<file path="config.mk">
export PLATFORM = sky130hd
export DESIGN_NAME = filename_percent_escape_codec_flat
export DESIGN_NICKNAME = d
export VERILOG_FILES = /design/src/rtl/fpec_pkg.sv /design/src/rtl/fpec_feed_if.sv /design/src/rtl/fpec_result_if.sv /design/src/rtl/filename_percent_escape_codec.sv /design/src/rtl/fpec_front.sv /design/src/rtl/fpec_fifo.sv /design/src/rtl/fpec_back.sv /design/src/flat_wrapper.sv
export SDC_FILE = /design/constraint.sdc
export NUM_CORES = 1
export LEC_CHECK = 0
export ABC_AREA = 0
export BUFFER_PORTS_ARGS = -buffer_cell sky130_fd_sc_hd__buf_4
export CAP_MARGIN = 25
export CELL_PAD_IN_SITES_DETAIL_PLACEMENT = 1
export CELL_PAD_IN_SITES_GLOBAL_PLACEMENT = 1
export CORE_ASPECT_RATIO = 1.1
export CORE_UTILIZATION = 36
export DETAILED_ROUTE_END_ITERATION = 12
export PLACE_DENSITY = 0.68
export SETUP_SLACK_MARGIN = 0.1
export SYNTH_ARGS = -nofsm -noshare
export SYNTH_HDL_FRONTEND = slang
export SYNTH_SLANG_ARGS = --single-unit
</file>
<file path="constraint.sdc">
create_clock -name clk -period 5.14 [get_ports clk]
set_input_delay 1.028 -clock clk [delete_from_list [all_inputs] [get_ports clk]]
set_output_delay 1.028 -clock clk [all_outputs]
set_load 0.005 [all_outputs]
</file>
<file path="src/rtl/fpec_pkg.sv">
// Shared types, character constants and helper functions for the percent-escape codec.
package fpec_pkg;

	localparam logic [7:0] CH_PERCENT   = 8'h25;
	localparam logic [7:0] CH_STAR      = 8'h2A;
	localparam logic [7:0] CH_QUESTION  = 8'h3F;
	localparam logic [7:0] CH_LESS      = 8'h3C;
	localparam logic [7:0] CH_GREATER   = 8'h3E;
	localparam logic [7:0] CH_PIPE      = 8'h7C;
	localparam logic [7:0] CH_QUOTE     = 8'h22;
	localparam logic [7:0] CH_COLON     = 8'h3A;
	localparam logic [7:0] CH_SLASH     = 8'h2F;
	localparam logic [7:0] CH_BACKSLASH = 8'h5C;
	localparam logic [7:0] CH_NEWLINE   = 8'h0A;
	localparam logic [7:0] CTRL_LIMIT   = 8'h20;

	localparam logic DIR_ENCODE = 1'b0;
	localparam logic DIR_DECODE = 1'b1;

	typedef struct packed {
		logic [7:0] b0;
		logic [7:0] b1;
		logic [7:0] b2;
		logic       bad;
		logic [1:0] cnt;
		logic       text_end;
	} fpec_cmd_t;

	typedef struct packed {
		logic valid;
		logic [3:0] value;
	} fpec_digit_t;

	function automatic logic needs_escape(input logic [7:0] c);
		needs_escape = (c < CTRL_LIMIT) || (c == CH_STAR) || (c == CH_QUESTION) ||
			(c == CH_LESS) || (c == CH_GREATER) || (c == CH_PIPE) || (c == CH_QUOTE) ||
			(c == CH_COLON) || (c == CH_SLASH) || (c == CH_BACKSLASH);
	endfunction

	function automatic logic [7:0] hex_lower(input logic [3:0] v);
		if (v < 4'd10) begin
			hex_lower = 8'h30 + {4'd0, v};
		end else begin
			hex_lower = 8'h57 + {4'd0, v};
		end
	endfunction

	function automatic fpec_digit_t hex_value(input logic [7:0] c);
		fpec_digit_t r;
		r.valid = 1'b1;
		r.value = c[3:0];
		if (c >= 8'h30 && c <= 8'h39) begin
			r.value = c[3:0];
		end else if ((c >= 8'h61 && c <= 8'h66) || (c >= 8'h41 && c <= 8'h46)) begin
			r.value = c[3:0] + 4'd9;
		end else begin
			r.valid = 1'b0;
		end
		hex_value = r;
	endfunction

endpackage

</file>
<file path="src/rtl/fpec_feed_if.sv">
// Input stream channel: one text byte and its end-of-text mark per transaction.
interface fpec_feed_if;
	logic       valid;
	logic       ready;
	logic [7:0] in_byte;
	logic       text_end;

	modport source (output valid, in_byte, text_end, input ready);
	modport sink (input valid, in_byte, text_end, output ready);
endinterface

</file>
<file path="src/rtl/fpec_result_if.sv">
// Output stream channel: one produced byte and its flags per transaction.
interface fpec_result_if;
	logic       valid;
	logic       ready;
	logic [7:0] out_byte;
	logic       bad_escape;
	logic       run_last;
	logic       text_done;

	modport source (output valid, out_byte, bad_escape, run_last, text_done, input ready);
	modport sink (input valid, out_byte, bad_escape, run_last, text_done, output ready);
endinterface

</file>
<file path="src/rtl/filename_percent_escape_codec.sv">
// Filename percent-escape codec top level: config register, front end, queue, sequencer.
// The first result of an input byte passes through the command queue and then the output register.
// Throughput: one result per cycle while result.ready is held; a byte yields zero to three results
//   (three when escaped in encode), drained from the command queue by the single output register.
// Input is accepted every cycle while the command queue has room.
// Reset clears direction to encode, the escape state, the queue and the output valid.
module filename_percent_escape_codec
	import fpec_pkg::*;
#(
	parameter int QUEUE_DEPTH = 2
) (
	input  logic          clk,
	input  logic          arst_n,
	fpec_feed_if.sink     feed,
	fpec_result_if.source result,
	input  logic          psel,
	input  logic          penable,
	input  logic          pwrite,
	input  logic [2:0]    paddr,
	input  logic [31:0]   pwdata,
	output logic [31:0]   prdata,
	output logic          pready
);

	logic      direction_q;
	logic      cfg_wr;
	logic      push;
	logic      pop;
	logic      full;
	logic      empty;
	fpec_cmd_t push_cmd;
	fpec_cmd_t head;

	assign pready = 1'b1;
	assign cfg_wr = psel && penable && pwrite && pready && !paddr[2];
	assign prdata = paddr[2] ? 32'd0 : {31'd0, direction_q};

	always_ff @(posedge clk or negedge arst_n) begin
		if (!arst_n) begin
			direction_q <= DIR_ENCODE;
		end else if (cfg_wr) begin
			direction_q <= pwdata[0];
		end
	end

	fpec_front u_front (
		.clk       (clk),
		.arst_n    (arst_n),
		.feed      (feed),
		.direction (direction_q),
		.cfg_clear (cfg_wr),
		.full      (full),
		.push      (push),
		.cmd       (push_cmd)
	);

	fpec_fifo #(
		.DEPTH (QUEUE_DEPTH)
	) u_fifo (
		.clk      (clk),
		.arst_n   (arst_n),
		.push     (push),
		.push_cmd (push_cmd),
		.pop      (pop),
		.head     (head),
		.full     (full),
		.empty    (empty)
	);

	fpec_back u_back (
		.clk    (clk),
		.arst_n (arst_n),
		.head   (head),
		.empty  (empty),
		.pop    (pop),
		.result (result)
	);

`ifndef SYNTHESIS
	a_bad_zero: assert property (@(posedge clk) disable iff (!arst_n)
		result.valid && result.bad_escape |-> result.out_byte == 8'd0)
		else $error("error result carries a nonzero byte");

	a_done_last: assert property (@(posedge clk) disable iff (!arst_n)
		result.valid && result.text_done |-> result.run_last)
		else $error("text end flagged on a result that is not the last of its byte");

	a_pop_valid: assert property (@(posedge clk) disable iff (!arst_n)
		pop |=> result.valid && result.run_last)
		else $error("command retired without its last result");
`endif

endmodule

</file>
<file path="src/rtl/fpec_front.sv">
// Front end: accepts text bytes, tracks the escape state and builds output commands.
module fpec_front
	import fpec_pkg::*;
(
	input  logic        clk,
	input  logic        arst_n,
	fpec_feed_if.sink   feed,
	input  logic        direction,
	input  logic        cfg_clear,
	input  logic        full,
	output logic        push,
	output fpec_cmd_t   cmd
);

	localparam logic [1:0] PH_IDLE  = 2'd0;
	localparam logic [1:0] PH_PCT   = 2'd1;
	localparam logic [1:0] PH_DIGIT = 2'd2;

	logic [1:0]  phase_q;
	logic [3:0]  held_q;
	logic [1:0]  phase_nxt;
	logic [3:0]  held_nxt;
	logic        accept;
	logic [7:0]  c;
	fpec_digit_t d;

	assign feed.ready = !full;
	assign accept     = feed.valid && feed.ready;
	assign c          = feed.in_byte;
	assign d          = hex_value(c);
	assign push       = accept && (cmd.cnt != 2'd0);

	always_comb begin
		cmd          = '0;
		cmd.text_end = feed.text_end;
		phase_nxt    = PH_IDLE;
		held_nxt     = held_q;
		if (direction == DIR_ENCODE) begin
			if (needs_escape(c)) begin
				cmd.cnt = 2'd3;
				cmd.b0  = CH_PERCENT;
				cmd.b1  = hex_lower(c[7:4]);
				cmd.b2  = hex_lower(c[3:0]);
			end else if (c == CH_PERCENT) begin
				cmd.cnt = 2'd2;
				cmd.b0  = CH_PERCENT;
				cmd.b1  = CH_PERCENT;
			end else begin
				cmd.cnt = 2'd1;
				cmd.b0  = c;
			end
		end else begin
			case (phase_q)
				PH_PCT: begin
					if (c == CH_PERCENT) begin
						cmd.cnt = 2'd1;
						cmd.b0  = CH_PERCENT;
					end else if (d.valid) begin
						if (feed.text_end) begin
							cmd.cnt = 2'd1;
							cmd.b0  = {4'd0, d.value};
						end else begin
							held_nxt  = d.value;
							phase_nxt = PH_DIGIT;
						end
					end else begin
						cmd.cnt = (c == CH_NEWLINE) ? 2'd2 : 2'd1;
						cmd.bad = 1'b1;
						cmd.b1  = c;
					end
				end
				PH_DIGIT: begin
					if (d.valid) begin
						cmd.cnt = 2'd1;
						cmd.b0  = {held_q, d.value};
					end else begin
						cmd.cnt = (c == CH_NEWLINE) ? 2'd2 : 2'd1;
						cmd.b0  = {4'd0, held_q};
						cmd.b1  = c;
					end
				end
				default: begin
					if (c == CH_PERCENT) begin
						if (feed.text_end) begin
							cmd.cnt = 2'd1;
							cmd.bad = 1'b1;
						end else begin
							phase_nxt = PH_PCT;
						end
					end else begin
						cmd.cnt = 2'd1;
						cmd.b0  = c;
					end
				end
			endcase
		end
		if (feed.text_end) begin
			phase_nxt = PH_IDLE;
		end
	end

	always_ff @(posedge clk or negedge arst_n) begin
		if (!arst_n) begin
			phase_q <= PH_IDLE;
			held_q  <= 4'd0;
		end else if (cfg_clear) begin
			phase_q <= PH_IDLE;
			held_q  <= 4'd0;
		end else if (accept) begin
			phase_q <= phase_nxt;
			held_q  <= held_nxt;
		end
	end

endmodule

</file>
<file path="src/rtl/fpec_fifo.sv">
// Short command queue between the front end and the output sequencer.
module fpec_fifo
	import fpec_pkg::*;
#(
	parameter int DEPTH = 2
) (
	input  logic      clk,
	input  logic      arst_n,
	input  logic      push,
	input  fpec_cmd_t push_cmd,
	input  logic      pop,
	output fpec_cmd_t head,
	output logic      full,
	output logic      empty
);

	localparam int PTR_W = (DEPTH > 1) ? $clog2(DEPTH) : 1;
	localparam int CNT_W = $clog2(DEPTH + 1);

	fpec_cmd_t        slot_q [DEPTH];
	logic [PTR_W-1:0] wr_ptr_q;
	logic [PTR_W-1:0] rd_ptr_q;
	logic [CNT_W-1:0] count_q;

	assign full  = (count_q == CNT_W'(DEPTH));
	assign empty = (count_q == '0);
	assign head  = slot_q[rd_ptr_q];

	always_ff @(posedge clk) begin
		if (push) begin
			slot_q[wr_ptr_q] <= push_cmd;
		end
	end

	always_ff @(posedge clk or negedge arst_n) begin
		if (!arst_n) begin
			wr_ptr_q <= '0;
			rd_ptr_q <= '0;
			count_q  <= '0;
		end else begin
			if (push) begin
				wr_ptr_q <= (wr_ptr_q == PTR_W'(DEPTH - 1)) ? '0 : wr_ptr_q + 1'b1;
			end
			if (pop) begin
				rd_ptr_q <= (rd_ptr_q == PTR_W'(DEPTH - 1)) ? '0 : rd_ptr_q + 1'b1;
			end
			if (push && !pop) begin
				count_q <= count_q + 1'b1;
			end else if (pop && !push) begin
				count_q <= count_q - 1'b1;
			end
		end
	end

endmodule

</file>
<file path="src/rtl/fpec_back.sv">
// Output sequencer: walks the bytes of each queued command into the output register.
module fpec_back
	import fpec_pkg::*;
(
	input  logic          clk,
	input  logic          arst_n,
	input  fpec_cmd_t     head,
	input  logic          empty,
	output logic          pop,
	fpec_result_if.source result
);

	logic [1:0] idx_q;
	logic       valid_q;
	logic [7:0] byte_q;
	logic       bad_q;
	logic       last_q;
	logic       done_q;
	logic       advance;
	logic       take;
	logic       is_last;
	logic [7:0] pick;

	assign advance = !valid_q || result.ready;
	assign take    = advance && !empty;
	assign is_last = (idx_q == head.cnt - 2'd1);
	assign pop     = take && is_last;

	always_comb begin
		case (idx_q)
			2'd0:    pick = head.b0;
			2'd1:    pick = head.b1;
			default: pick = head.b2;
		endcase
	end

	always_ff @(posedge clk or negedge arst_n) begin
		if (!arst_n) begin
			idx_q   <= 2'd0;
			valid_q <= 1'b0;
		end else begin
			if (advance) begin
				valid_q <= !empty;
			end
			if (take) begin
				idx_q <= is_last ? 2'd0 : idx_q + 2'd1;
			end
		end
	end

	always_ff @(posedge clk) begin
		if (take) begin
			bad_q  <= head.bad && (idx_q == 2'd0);
			byte_q <= (head.bad && (idx_q == 2'd0)) ? 8'd0 : pick;
			last_q <= is_last;
			done_q <= is_last && head.text_end;
		end
	end

	assign result.valid      = valid_q;
	assign result.out_byte   = byte_q;
	assign result.bad_escape = bad_q;
	assign result.run_last   = last_q;
	assign result.text_done  = done_q;

endmodule

</file>
<file path="src/flat_wrapper.sv">
// flat-port wrapper written by rule: the top's interface ports become plain ports
module filename_percent_escape_codec_flat import fpec_pkg::*;
#(
	parameter int QUEUE_DEPTH = 2
)
  (clk, arst_n, psel, penable, pwrite, paddr, pwdata, prdata, pready, feed_valid, feed_in_byte, feed_text_end, feed_ready, result_valid, result_out_byte, result_bad_escape, result_run_last, result_text_done, result_ready);
  fpec_feed_if feed_i ();
  fpec_result_if result_i ();
  input  logic clk;
  input  logic arst_n;
  input  logic psel;
  input  logic penable;
  input  logic pwrite;
  input  logic [2:0] paddr;
  input  logic [31:0] pwdata;
  output logic [31:0] prdata;
  output logic pready;
  input wire logic [$bits(feed_i.valid)-1:0] feed_valid;
  input wire logic [$bits(feed_i.in_byte)-1:0] feed_in_byte;
  input wire logic [$bits(feed_i.text_end)-1:0] feed_text_end;
  output wire logic [$bits(feed_i.ready)-1:0] feed_ready;
  output wire logic [$bits(result_i.valid)-1:0] result_valid;
  output wire logic [$bits(result_i.out_byte)-1:0] result_out_byte;
  output wire logic [$bits(result_i.bad_escape)-1:0] result_bad_escape;
  output wire logic [$bits(result_i.run_last)-1:0] result_run_last;
  output wire logic [$bits(result_i.text_done)-1:0] result_text_done;
  input wire logic [$bits(result_i.ready)-1:0] result_ready;
  assign feed_i.valid = feed_valid;
  assign feed_i.in_byte = feed_in_byte;
  assign feed_i.text_end = feed_text_end;
  assign feed_ready = feed_i.ready;
  assign result_valid = result_i.valid;
  assign result_out_byte = result_i.out_byte;
  assign result_bad_escape = result_i.bad_escape;
  assign result_run_last = result_i.run_last;
  assign result_text_done = result_i.text_done;
  assign result_i.ready = result_ready;
  filename_percent_escape_codec #(.QUEUE_DEPTH(QUEUE_DEPTH)) u_core (.clk(clk), .arst_n(arst_n), .feed(feed_i), .result(result_i), .psel(psel), .penable(penable), .pwrite(pwrite), .paddr(paddr), .pwdata(pwdata), .prdata(prdata), .pready(pready));
endmodule
</file>
After elaboration in Yosys (flattened, before gate mapping)
Memory sizes are Yosys's and may differ from the RTL's.
Index checks and enable logic that the tools add are counted.
- add/subtract/negate cells: 11
- magnitude comparators: 9
- eq/ne operators: 18
- muxes and demuxes: 61
- reduce and logical (&&, ||, !) cells: 40
- operator list (kind ; number):
    $mux W8 ; 10
    $eq A8 B6 Y1 const B ; 8
    $pmux W8 S2 ; 3
    $mux W4 ; 11
    $mux W2 ; 17
    $mux W16 ; 2
    $add A7 B4 Y8 const A ; 2
    $eq A8 B7 Y1 const B ; 2
    $ge A8 B7 Y1 const B ; 2
    $le A8 B7 Y1 const B ; 2
    $add A6 B4 Y7 const A ; 2
    $logic_and A1 B1 Y1 ; 14
    $mux W1 ; 13
    $reduce_bool A2 Y1 ; 6
    $logic_or A1 B1 Y1 ; 11
    $eq A8 B4 Y1 const B ; 1
    $ge A8 B6 Y1 const B ; 1
    $le A8 B6 Y1 const B ; 1
    $lt A4 B4 Y1 const B ; 2
    $lt A8 B6 Y1 const B ; 1
    $pmux W2 S2 ; 2
    $logic_not A1 Y1 ; 6
    $mux W6 ; 1
    $reduce_and A6 Y1 ; 1
    11 further kinds ; 18
- bits in registers: 25
- memory bits (writable): 56
- output and inout port bits: 46
- logic and storage cells: 152
- memories: 1
- memories (name ; depth ; width ; rd ports ; clocked after memory_dff ; wr ports ; line ; text):
    u_core.u_fifo.slot_q ; 2 ; 28 ; 1 ; 0 ; 1 ; fpec_fifo.sv:20 ; fpec_cmd_t slot_q [DEPTH];

Logic depth before layout (Yosys ltp)
- word-level depth: 18
- gate-level depth with buffers: 15
- gate-level depth less buffers: 13

Modules after synthesis
Synthesis repeated with hierarchy kept, for this count alone.
- cell total of the unflattened synthesis: 397
- area, all modules: 4707.0 um^2
- modules (own cells, without submodules) (module ; instances ; cells an instance ; area each (um^2)):
    fpec_fifo ; 1 ; 103 ; 2254.7
    fpec_front ; 1 ; 202 ; 1446.4
    fpec_back ; 1 ; 54 ; 695.7
    filename_percent_escape_codec ; 1 ; 38 ; 310.3

Least setup slack after synthesis
No wires, ideal clock.
- path kind: input to register
- from: in feed_in_byte[0]
- to: mem u_core.u_fifo.slot_q[0][0] (netlist bit) (enable)
- arrival time: 5.087 ns
- slack: -0.392 ns
- cell stages on the path: 11
- path buffers: 2
- path through: clkbuf_1 > inv_1 > ha_1 > or4b_4 > a311o_1 > o21ai_2 > nand3_2 > buf_6 > o41ai_4 > a21oi_2 > nor3_1
- RTL lines (element ; line ; text):
    start, declared ; flat_wrapper.sv:19 ; input wire logic [$bits(feed_i.in_byte)-1:0] feed_in_byte;
    end, declared ; fpec_fifo.sv:20 ;

==> results.md <==
* Ys Warns at 0
* Crit Path Category: in2reg
* Max stage delay cell, worst path: o41ai_4
* Fin crit share at 0.805
* WP buf/inv at 3
* Count of flip-flops with a built-in enable after synthesis at 65
* CP Capture Type: flop
* CP cell instances: buf_4 > inv_1 > ha_1 > or4b_4 > a311o_1 > o21ai_2 > nand3_2 > o41ai_4 > a21oi_2 > nor3_2 > buf_4
* Tightest Pin Transition at 941 ps
* GRT overflow at 0
* Via/cell ratio at 5.26
* Yosys reg bits at 79
* Skew-Pair Late Insertion Delay at 340 ps
* Most frequent cell after synthesis: edfxtp_1
* Netlist cell types at 63
* Final Net Count at 494
* Maxcap violations at 0
* GRT Util Overall at 0.176
* Drt initial violations at 218
* Synth top area cells: edfxtp_1 (44%), dfrtp_1 (7.9%), buf_4 (5.4%)
* Share of cells above drive strength 1 at 0.145
* CP max FO at 27
* Top-Level Pins at 97
* DIE WIDTH at 108 µm
* Most frequent cell on the critical path: buf_4
* Area of the core at 12,000 µm²
* Remaining DRCs at 0
* Post-DP HPWL at 7420 µm
* Synthesized area at 4450 µm²
* Post-synth top area share at 0.439
* Hold_buf cts at 0
* Post-route minimum period at 4140 ps
* Initial Util at 0.370
* Die Area at 12,800 µm²
* Ys flop type: edfxtp_1
* Synth top cells by count: edfxtp_1 (65), nand2_1 (34), buf_4 (32)
* Total power draw at 2.24 mW
* Final-report hold violation count at 0
* Startpoint types: input pin
* Post-CTS Resized at 0
* N_diodes at 0
* Worst min path class: reg2reg
* Synth async-reset ratio at 0.177
* Worst clock skew at 6.30 ps
* Largest net degree at the start of global routing at 28
* Worst EP arrival at 4130 ps
* Syn_area_per_cell at 10.9 µm²
* Crit-path max cell delay at 570 ps
* CTS root buf: clkbuf_16
* Vias at 3,090
* P_leak at 1.95 nW
* Power per standard cell area at 454 nW/µm²
* Share of the yosys chip area belonging to registers at 0.518
* Vias in the first global route at 3,098
* Crit path required time at 5140 ps
* Num CTS Buffers at 9
* WL/cell at 17.7 µm
* Height of the die at 119 µm
* Layout area overhead at 11.0%
* WL final at 10,400 µm
* # setup viols final at 0
* CTS Buffer Depth at 2
* Syn Inst Count at 409
* Post-CTS setup buffer count at 0
* Yosys top cell by area: edfxtp_1
* Gpl congestion at 0.857
* Relative slew slack at 0.371
* First-pass GRT wire length at 16,900 µm
* Filler cells at 1,329
* FP Rows at 42
* Unrepaired setup endpoints after global routing: false
* CTS tree: yes
* Status: completed
* Routed Antenna Nets at 0
* Port bufs at 31
* Max Clock Freq at 242 MHz
* Initial antenna violation count at 0
* Pre-antenna DRT Iters at 4
* Final hold slack at 516 ps
* Sink Count at 79
* Clock slew at reported path FFs at 60 ps
* Crit-path leading delay family: compound AO/OA/AOI/OAI gates
* H-tree level count at 3
* Fin. max-slew vios at 0
* Maximum VDD drop at 0.000172 V
==> final timing paths <==
path / cells after the start / end / start / slack [ps]
max: 11 / u_core.u_fifo.slot_q[1][6] / feed_in_byte[1] / 1000
min: 1 / u_core.u_fifo.count_q[1] / u_core.u_fifo.count_q[1] / 520
max reg2reg: 7 / u_core.u_fifo.slot_q[1][6] / u_core.u_front.phase_q[0] / 2350
min reg2reg: 1 / u_core.u_fifo.count_q[1] / u_core.u_fifo.count_q[1] / 520
max in group asynchronous: 1 / u_core.u_back.idx_q[1] / arst_n / 4420
min in group asynchronous: 1 / u_core.u_front.held_q[3] / arst_n / 530
==> cell usage in the layout (no fill, tap or decap), drive strengths merged, types with 11 or more instances in the layout <==
cell	synthesis	layout
a21oi	22	22
buf	38	34
conb	2	32
dfrtp	14	14
edfxtp	65	65
ha	15	15
inv	16	16
nand2	34	34
nand3	11	11
nor2	27	27
o21ai	21	21
==> flip-flops by register name, indices dropped and copies added, names as in the netlist <==
name and flops:
u_core.u_fifo.wr_ptr_q 1, u_core.u_back.result.text_done 1, u_core.u_fifo.slot_q 54, u_core.direction_q 1, u_core.u_back.result.run_last 1, u_core.u_back.result.bad_escape 1
u_core.u_front.phase_q 2, u_core.u_fifo.count_q 2, u_core.u_back.result.valid 1, u_core.u_fifo.rd_ptr_q 1, u_core.u_front.held_q 4, u_core.u_back.idx_q 2
u_core.u_back.result.out_byte 8
==> final cells by class <==
class                           count  area (µm²)  share of cell area
Sequential cell                    79        2300               0.466
Tap cell                          154         193              0.0390
Clock inverter                      6        37.5             0.00760
Timing Repair Buffer               34         255              0.0517
Inverter                           16        60.1              0.0122
Clock buffer                       10         229              0.0464
Multi-Input combinational cell    288        1860               0.377
==> metal layers <==
metal / vias up / global-route usage / part of all wire
li1: 1485 / - / -
met1: 1529 / 0.228 / 0.44
met2: 66 / 0.289 / 0.51
met3: 10 / 0.0298 / 0.033
met4: 0 / 0.0711 / 0.013
met5: - / 0 / 0
==> power by group <==
part	internal (mW)	switching, mW
logic	0.277	0.383
registers	0.918	0.0919
clock network	0.324	0.249
total	1.52	0.724
==> kinds of logic after synthesis <==
family | synth area share
simple gates | 0.130
compound gates | 0.173
flops | 0.518
buf+inv | 0.0914
fa+ha+maj | 0.0422
mux | 0.0259
xor+xnor | 0.0177
other cells | 0.00169
==> stage by stage <==
step | TNS [ps] | utilization | instances | setup WS, ps | cell area [µm²]
CTS | 0 | 0.410 | 587 | 1010 | 4940
detailed placement | 0 | 0.388 | 571 | 655 | 4670
floorplan | -21160 | - | 439 | -392 | 4560
global placement | 0 | 0.388 | 571 | 730 | 4670
finish | 0 | 0.410 | 587 | 1000 | 4940
global route | 0 | 0.410 | 587 | 850 | 4940
Note: power is estimated with default switching activity, not from simulation.
